### src/rtl/spcc_pkg.sv
// Shared package for the stepper position command controller.
// Holds widths, command and mode codes and the queue entry and status types.
// No dependencies.
`default_nettype none

package spcc_pkg;

	// Queue sizing
	localparam int QDEPTH = 16;
	localparam int QPTR_W = $clog2(QDEPTH);
	localparam int QCNT_W = $clog2(QDEPTH + 1);

	// Field widths
	localparam int CMD_W = 3;
	localparam int VAL_W = 16;
	localparam int POS_W = 16;
	localparam int LP_W  = 10;
	localparam int DLY_W = 17;
	localparam int DIR_W = 2;
	localparam int MODE_W = 2;

	// Reset values
	localparam logic [LP_W-1:0]  LOOP_PERIOD_RST = LP_W'(10);
	localparam logic [VAL_W-1:0] STEP_DELAY_RST  = VAL_W'(10);

	// Input command codes
	localparam logic [CMD_W-1:0] CMD_CAL   = 3'd0;
	localparam logic [CMD_W-1:0] CMD_GOTO  = 3'd1;
	localparam logic [CMD_W-1:0] CMD_WAIT  = 3'd2;
	localparam logic [CMD_W-1:0] CMD_SPEED = 3'd3;
	localparam logic [CMD_W-1:0] CMD_TICK  = 3'd4;

	// Step direction codes
	localparam logic [DIR_W-1:0] DIR_NONE  = 2'd0;
	localparam logic [DIR_W-1:0] DIR_RIGHT = 2'd1;
	localparam logic [DIR_W-1:0] DIR_LEFT  = 2'd2;

	// Mode codes as reported on the result
	localparam logic [MODE_W-1:0] MODE_CODE_CAL  = 2'd0;
	localparam logic [MODE_W-1:0] MODE_CODE_IDLE = 2'd1;
	localparam logic [MODE_W-1:0] MODE_CODE_MOVE = 2'd2;

	// Controller state, one-hot
	typedef enum logic [2:0] {
		MODE_CAL  = 3'b001,
		MODE_IDLE = 3'b010,
		MODE_MOVE = 3'b100
	} mode_t;

	// Command as held in the queue (ticks are never queued)
	typedef enum logic [1:0] {
		QCMD_CAL   = 2'd0,
		QCMD_GOTO  = 2'd1,
		QCMD_WAIT  = 2'd2,
		QCMD_SPEED = 2'd3
	} qcmd_t;

	typedef struct packed {
		qcmd_t             cmd;
		logic [VAL_W-1:0]  value;
	} q_entry_t;

	typedef struct packed {
		logic              full;
		logic              empty;
		logic [QCNT_W-1:0] count_nxt;
	} q_status_t;

endpackage

`default_nettype wire

### src/rtl/spcc_queue.sv
// Command FIFO of the stepper controller: register file with head/tail pointers.
// Depends on spcc_pkg for depth, entry and status types.
`default_nettype none

module spcc_queue (
	input  wire logic                clk,
	input  wire logic                arst_n,
	input  wire logic                push,
	input  wire spcc_pkg::q_entry_t  push_data,
	input  wire logic                pop,
	output spcc_pkg::q_entry_t       head_data,
	output spcc_pkg::q_status_t      status
);
	import spcc_pkg::*;

	q_entry_t            entry_q [QDEPTH];
	logic [QPTR_W-1:0]   head_q;
	logic [QPTR_W-1:0]   tail_q;
	logic [QCNT_W-1:0]   count_q;
	logic                do_push;
	logic                do_pop;

	// Push only when there is room, pop only when something is held
	assign do_push = push && (count_q != QCNT_W'(QDEPTH));
	assign do_pop  = pop && (count_q != '0);

	assign head_data        = entry_q[head_q];
	assign status.full      = (count_q == QCNT_W'(QDEPTH));
	assign status.empty     = (count_q == '0);
	assign status.count_nxt = count_q + QCNT_W'(do_push) - QCNT_W'(do_pop);

	// Pointers and fill count
	always_ff @(posedge clk or negedge arst_n) begin
		if (!arst_n) begin
			head_q  <= '0;
			tail_q  <= '0;
			count_q <= '0;
		end else begin
			if (do_push) begin
				tail_q <= (tail_q == QPTR_W'(QDEPTH - 1)) ? '0 : tail_q + 1'b1;
			end
			if (do_pop) begin
				head_q <= (head_q == QPTR_W'(QDEPTH - 1)) ? '0 : head_q + 1'b1;
			end
			count_q <= status.count_nxt;
		end
	end

	// Entry storage, no reset
	always_ff @(posedge clk) begin
		if (do_push) begin
			entry_q[tail_q] <= push_data;
		end
	end

endmodule

`default_nettype wire

### src/rtl/stepper_position_command_controller_core.sv
// Stepper position command controller: input register, controller logic, result register.
// Depends on spcc_pkg and spcc_queue.
//
// Usage:
//  Input channel (in_valid/in_stall) carries command, value and detector_active.
//  Commands 0..3 are queued (dropped with command_dropped when the queue is full);
//  command 4 is a tick that counts down the delay and runs one controller step
//  when it reaches zero. Codes 5..7 are ignored but still give a result.
//  Every item gives exactly one result on the output channel (out_valid/out_stall):
//  step_dir, position, mode, command_dropped and queue_count after the item.
//  Each result passes through the input register, then the result register;
//  out_valid rises when the result register is loaded. Throughput: one item per
//  cycle while the output is not stalled; the combinational path through the
//  controller logic and the queue head read sets that figure.
//  A stalled result holds in the result register while one more item waits in
//  the input register; in_stall rises only when both are occupied.
//  loop_period is written through cfg_we/cfg_wdata; the user must do so only while
//  the block is idle, the block does not enforce it. Reset: calibrating mode,
//  position 0, step delay 10, loop period 10, queue empty, both registers empty.
`default_nettype none

module stepper_position_command_controller_core (
	input  wire logic                          clk,
	input  wire logic                          arst_n,
	input  wire logic                          cfg_we,
	input  wire logic [spcc_pkg::LP_W-1:0]     cfg_wdata,
	input  wire logic                          in_valid,
	output logic                               in_stall,
	input  wire logic [spcc_pkg::CMD_W-1:0]    command,
	input  wire logic [spcc_pkg::VAL_W-1:0]    value,
	input  wire logic                          detector_active,
	output logic                               out_valid,
	input  wire logic                          out_stall,
	output logic [spcc_pkg::DIR_W-1:0]         step_dir,
	output logic [spcc_pkg::POS_W-1:0]         position,
	output logic [spcc_pkg::MODE_W-1:0]        mode,
	output logic                               command_dropped,
	output logic [spcc_pkg::QCNT_W-1:0]        queue_count
);
	import spcc_pkg::*;

	// Input register
	logic               valid_s1;
	logic [CMD_W-1:0]   command_s1;
	logic [VAL_W-1:0]   value_s1;
	logic               det_s1;

	// Controller state
	logic [LP_W-1:0]    loop_period_q;
	mode_t              mode_q;
	logic [POS_W-1:0]   cur_pos_q;
	logic [POS_W-1:0]   tgt_pos_q;
	logic [VAL_W-1:0]   step_delay_q;
	logic [DLY_W-1:0]   delay_q;

	// Result register
	logic               out_valid_q;
	logic [DIR_W-1:0]   step_dir_q;
	logic [POS_W-1:0]   position_q;
	logic [MODE_W-1:0]  mode_code_q;
	logic               dropped_q;
	logic [QCNT_W-1:0]  qcount_q;

	// Next-state logic
	logic               adv;
	mode_t              mode_n;
	logic [POS_W-1:0]   cur_pos_n;
	logic [POS_W-1:0]   tgt_pos_n;
	logic [VAL_W-1:0]   step_delay_n;
	logic [DLY_W-1:0]   delay_n;
	logic [DLY_W-1:0]   delay_dec;
	logic [VAL_W-1:0]   extra;
	logic [DIR_W-1:0]   dir_n;
	logic [MODE_W-1:0]  mode_code_n;
	logic               dropped_n;
	logic               q_push;
	logic               q_pop;
	q_entry_t           q_head;
	q_entry_t           q_wdata;
	q_status_t          q_stat;

	// Handshake: input register moves on when the result register is free or draining
	assign adv      = valid_s1 && (!out_valid_q || !out_stall);
	assign in_stall = valid_s1 && !adv;

	assign q_wdata.cmd   = qcmd_t'(command_s1[1:0]);
	assign q_wdata.value = value_s1;

	spcc_queue u_queue (
		.clk       (clk),
		.arst_n    (arst_n),
		.push      (q_push),
		.push_data (q_wdata),
		.pop       (q_pop),
		.head_data (q_head),
		.status    (q_stat)
	);

	// Controller step for the item in the input register
	always_comb begin
		mode_n       = mode_q;
		cur_pos_n    = cur_pos_q;
		tgt_pos_n    = tgt_pos_q;
		step_delay_n = step_delay_q;
		delay_n      = delay_q;
		delay_dec    = (delay_q != '0) ? delay_q - 1'b1 : delay_q;
		extra        = '0;
		dir_n        = DIR_NONE;
		dropped_n    = 1'b0;
		q_push       = 1'b0;
		q_pop        = 1'b0;
		case (command_s1) inside
			[CMD_CAL:CMD_SPEED]: begin
				if (q_stat.full) begin
					dropped_n = 1'b1;
				end else begin
					q_push = adv;
				end
			end
			CMD_TICK: begin
				delay_n = delay_dec;
				if (delay_dec == '0) begin
					case (mode_q)
						MODE_IDLE: begin
							if (!q_stat.empty) begin
								q_pop = adv;
								case (q_head.cmd)
									QCMD_CAL:  mode_n = MODE_CAL;
									QCMD_GOTO: begin
										mode_n    = MODE_MOVE;
										tgt_pos_n = POS_W'(q_head.value);
									end
									QCMD_WAIT: extra = q_head.value;
									default:   step_delay_n = q_head.value;
								endcase
							end
						end
						MODE_MOVE: begin
							if (cur_pos_q < tgt_pos_q) begin
								dir_n     = DIR_RIGHT;
								cur_pos_n = cur_pos_q + 1'b1;
							end else if (cur_pos_q > tgt_pos_q) begin
								dir_n     = DIR_LEFT;
								cur_pos_n = cur_pos_q - 1'b1;
							end else begin
								mode_n = MODE_IDLE;
							end
							extra = step_delay_q;
						end
						default: begin
							// calibrating: step right until home is seen
							if (!det_s1) begin
								dir_n = DIR_RIGHT;
							end else begin
								mode_n    = MODE_IDLE;
								cur_pos_n = '0;
								tgt_pos_n = '0;
							end
						end
					endcase
					delay_n = DLY_W'(loop_period_q) + DLY_W'(extra);
				end
			end
			default: ;
		endcase
	end

	// Output mode encoding
	always_comb begin
		case (mode_n)
			MODE_IDLE: mode_code_n = MODE_CODE_IDLE;
			MODE_MOVE: mode_code_n = MODE_CODE_MOVE;
			default:   mode_code_n = MODE_CODE_CAL;
		endcase
	end

	// Input register control
	always_ff @(posedge clk or negedge arst_n) begin
		if (!arst_n) begin
			valid_s1 <= 1'b0;
		end else if (!in_stall) begin
			valid_s1 <= in_valid;
		end
	end

	// Input register payload
	always_ff @(posedge clk) begin
		if (in_valid && !in_stall) begin
			command_s1 <= command;
			value_s1   <= value;
			det_s1     <= detector_active;
		end
	end

	// Configuration and controller state
	always_ff @(posedge clk or negedge arst_n) begin
		if (!arst_n) begin
			loop_period_q <= LOOP_PERIOD_RST;
			mode_q        <= MODE_CAL;
			cur_pos_q     <= '0;
			tgt_pos_q     <= '0;
			step_delay_q  <= STEP_DELAY_RST;
			delay_q       <= '0;
		end else begin
			if (cfg_we) begin
				loop_period_q <= cfg_wdata;
			end
			if (adv) begin
				mode_q       <= mode_n;
				cur_pos_q    <= cur_pos_n;
				tgt_pos_q    <= tgt_pos_n;
				step_delay_q <= step_delay_n;
				delay_q      <= delay_n;
			end
		end
	end

	// Result register control
	always_ff @(posedge clk or negedge arst_n) begin
		if (!arst_n) begin
			out_valid_q <= 1'b0;
		end else if (adv) begin
			out_valid_q <= 1'b1;
		end else if (!out_stall) begin
			out_valid_q <= 1'b0;
		end
	end

	// Result register payload
	always_ff @(posedge clk) begin
		if (adv) begin
			step_dir_q  <= dir_n;
			position_q  <= cur_pos_n;
			mode_code_q <= mode_code_n;
			dropped_q   <= dropped_n;
			qcount_q    <= q_stat.count_nxt;
		end
	end

	assign out_valid       = out_valid_q;
	assign step_dir        = step_dir_q;
	assign position        = position_q;
	assign mode            = mode_code_q;
	assign command_dropped = dropped_q;
	assign queue_count     = qcount_q;

`ifndef SYNTHESIS
	// A dropped command can only be reported with a full queue
	a_drop_full: assert property (@(posedge clk) disable iff (!arst_n)
		out_valid && command_dropped |-> queue_count == QCNT_W'(QDEPTH))
		else $error("command dropped while queue not full");

	// Calibration never steps left
	a_cal_dir: assert property (@(posedge clk) disable iff (!arst_n)
		out_valid && mode == MODE_CODE_CAL |-> step_dir != DIR_LEFT)
		else $error("left step while calibrating");

	// Input stalls only with an item held in the input register
	a_stall_held: assert property (@(posedge clk) disable iff (!arst_n)
		in_stall |-> valid_s1)
		else $error("input stalled with empty input register");

	// A stalled result is never overwritten
	a_no_overwrite: assert property (@(posedge clk) disable iff (!arst_n)
		out_valid_q && out_stall |-> !adv)
		else $error("result register overwritten while stalled");
`endif

endmodule

`default_nettype wire
### config.mk
export PLATFORM = sky130hd
export DESIGN_NAME = stepper_position_command_controller_core
export DESIGN_NICKNAME = d
export VERILOG_FILES = /design/src/rtl/spcc_pkg.sv /design/src/rtl/spcc_queue.sv /design/src/rtl/stepper_position_command_controller_core.sv
export SDC_FILE = /design/constraint.sdc
export NUM_CORES = 1
export LEC_CHECK = 0
export BUFFER_PORTS_ARGS = -buffer_cell sky130_fd_sc_hd__buf_2
export CORE_MARGIN = 1.5
export CORE_UTILIZATION = 35
export CTS_BUF_LIST = sky130_fd_sc_hd__clkbuf_8 sky130_fd_sc_hd__clkbuf_16
export DETAILED_ROUTE_END_ITERATION = 12
export PLACE_DENSITY_LB_ADDON = 0.2
export SLEW_MARGIN = 40
export SYNTH_ARGS = -nofsm -noshare
export SYNTH_HDL_FRONTEND = slang
export SYNTH_HIERARCHICAL = 1
export SYNTH_SLANG_ARGS = --single-unit
export TNS_END_PERCENT = 30
### constraint.sdc
create_clock -name clk -period 5.93 [get_ports clk]
set_input_delay 0.593 -clock clk [delete_from_list [all_inputs] [get_ports clk]]
set_output_delay 0.593 -clock clk [all_outputs]
set_load 0.005 [all_outputs]
==> metrics <==
Synth Area in Compound Gates 0.0903; Max Fclk roughly 0.2 GHz; adder-cell share of the synthesized area 0.0292; critical-path cell list inv_1 -> ha_1 -> or4b_2 -> nor4_1 -> mux2i_1 -> and3_1 -> nand3_1 -> buf_4 -> nor3_1 -> nor2b_1 -> ha_1 -> inv_1 -> ha_1 -> inv_1 -> fa_1 -> inv_1 -> a21oi_1 -> o21bai_1 -> xnor2_1; DP Cell Count 1994; largest net degree at the start of global routing 52; CP arrival around 5.2 ns; later-pin clock latency in the skew report approximately 0.60 ns; fin. max-slew vios 0; Tcrit/Tclk final 0.830; die width 236 um; reg2reg start delay_q[0]$_DFFE_PN0P_; Post-CTS Resized 0; vias in the first global route about 11000; post-route ant nets 0; Global Route met2 Usage 0.282; Die Y ~240 um; initial core utilization 0.353; CTS root buf clkbuf_16; post-synthesis cell type count 83; WP data required 6.25 ns; Hold Crit Class in -> async; share of cells above drive strength 1 0.211; share of the synthesized area in the top cell type 0.529; reg2reg setup slack 1.01 ns; status finished clean; TritonCTS clock tree yes; initial antenna violation count 1; Port Buffers 62; simple-gate share of the synthesized area 0.0822; clock-pin slew on the worst setup and hold paths about 0.060 ns; Pwr per Cell Area ~330 nW/um2; Lkg Pwr 7.61 nW; family with the most delay on the worst path simple AND/OR/NAND/NOR gates; unrepaired setup endpoints after global routing no; Final setup viols 0; vias per std cell 5.36; Ys Warns 6; synthesis-stage register bit count ~430; DRT Pass-1 Iters 5; Mapped Cells between 1000 and 1500; commonest non-fill, non-tap cell in the layout edfxtp_1; CTS Sinks about 430; GR Util met1 0.226; CP Max Fanout 14; DRC Markers 0; Post-Route WL 46000 um; async set or reset register ratio after synthesis 0.218; XOR/XNOR Fraction of Synth Area 0.00878; crit-path max cell delay approximately 0.6 ns; Syn-to-layout area delta 14.0%; Final Hold Fails 0; nature of the critical path startpoint register; Place WS around 1 ns; dpl hpwl ~29000 um; Die Area 55600 um2; Worst Tran Pin Value between 0.8 and 0.9 ns; Synth Cell Area ~19000 um2; global route total overflow 0; post-synthesis mux area share 0.112; Worst Slack Setup Final approximately 1.0 ns; Avg Cell Area, Syn between 10 and 15 um2; Slew headroom 0.452; first-pass GRT wire length 70400 um; 1st-iter DRT viols 814; syn_nets between 1000 and 1500; setup_tns 0 ns; DR vias between 10000 and 15000; Final Non-Filler Cells ~2100; # IOs 63; CP max-delay cell or4b_2; Setup CP Type reg -> reg; Seq/Total Area, Yosys 0.652; Rows 85; largest area contributor in the synthesized netlist edfxtp_1; M3 GR Usage 0.0286; Register-to-Register Path Depth 19; Layout Nets 1426; number of flops mapped to enable cells by yosys approximately 330; Main synth FF type edfxtp_1; CTS H-Tree Depth 2; CP Capture Type register; DR WL/cell ~22 um; Layout Skew approximately 0.026 ns; VDD IR max 201 uV; max_cap viols 0; Reg2Reg Capture Point queue_count[4]$_DFFE_PP_; CTS Buf Count 47; GRT Total Usage 0.168; most frequent cells in the layout edfxtp_1 (334), dfrtp_1 (86), nand2_1 (80); Post-CTS Setup Inserts 0; GPL Wtd Cong around 0.83; Area contributors post-synth edfxtp_1 (53%), dfrtp_1 (12%), mux4_2 (8.6%), ha_1 (2.7%), a22oi_1 (1.8%); clock buffer depth 3; final critical-path required period 4.92 ns; CTS Hold Bufs 0; most used cell, CP inv_1; Placeable Area 53700 um2; busiest layer in global routing met2; main combinational cell family by area after synthesis multiplexers; Pwr Total between 0.007 and 0.008 W; Buf/Inv on CP 5
[Yosys cell counts (all sizes together) (7+ instances only)]
master / count
or3: 10
inv: 45
nor3: 14
a31oi: 17
xor2: 9
xnor2: 10
edfxtp: 334
and2: 18
a21o: 7
clkbuf: 36
o2bb2ai: 15
or2: 12
nand2b: 7
a21oi: 44
mux2: 28
mux2i: 19
buf: 28
a22oi: 45
dfrtp: 88
nor2b: 10
nor4: 16
a22o: 13
nand3: 28
and3: 15
nor2: 52
ha: 41
mux4: 72
nand2: 83
o21ai: 55
[state kept, by name (all words and copies together) (netlist names), 2 cells and up]
name and cells:
u_queue/tail_q 4, value_s1 16, step_delay_q 16, mode_q 3
step_dir 2, loop_period_q 10, delay_q 17, position 16
tgt_pos_q 16, queue_count 5, cur_pos_q 16, u_queue/entry_q 288
mode 2, u_queue/count_q 5, u_queue/head_q 4, command_s1 3
[power breakdown]
group | internal [W] | switching, W | leakage [nW]
logic | 0.000309 | 0.000493 | 2.59
registers | 0.00346 | 0.000174 | 4.26
clock network | 0.00157 | 0.00120 | 0.756
[per-stage QoR]
stage          instance area, um2   util  hold slack [ns]
5_1_grt                     21600  0.403           0.0827
3_3_place_gp                20100  0.375            0.467
3_5_place_dp                20100  0.375            0.473
4_1_cts                     21600  0.402           0.0576
6_report                    21600  0.403           0.0512
2_1_floorplan               19000      -            0.297
[cell families after synthesis]
group	Yosys count
multiplexers	119
AO/OA/AOI/OAI	253
adder cells (fa/ha/maj)	43
XOR/XNOR	19
AND/OR/NAND/NOR	294
flip-flops	427
buffers and inverters	110
[cell type report]
class                           instances  area (um2)
Fill cell                            4891       32100
Sequential cell                       427       12400
Multi-Input combinational cell        728        6150
Clock buffer                           49        1210
Tap cell                              696         871
Timing Repair Buffer                   98         587
Clock inverter                         38         258
Inverter                               46         173
Antenna cell                            1        2.50
[worst max-delay path by stage]
stage	from	slack (ns)	cells after the start	endpoint
floorplan	delay_q[0]$_DFFE_PN0P_	1.56	20	queue_count[4]$_DFFE_PP_
global placement	delay_q[0]$_DFFE_PN0P_	1.17	19	queue_count[4]$_DFFE_PP_
detailed placement	u_queue/head_q[0]$_DFFE_PN0P_	1.02	16	delay_q[16]$_DFFE_PN0P_
CTS	u_queue/head_q[0]$_DFFE_PN0P_	1.02	16	delay_q[16]$_DFFE_PN0P_
global route	u_queue/head_q[0]$_DFFE_PN0P_	0.66	16	delay_q[16]$_DFFE_PN0P_
finish	delay_q[0]$_DFFE_PN0P_	1.01	19	queue_count[4]$_DFFE_PP_
[per-layer routing]
metal  part of all wire  vias up  wire length (um)
met5                  0        -                 0
met4              0.020        0               913
met3              0.043       69              1970
met2               0.49      237             22600
met1               0.45     5708             20500
li1                   -     5142                 -
No activity file was read; power rests on OpenSTA's default activity.
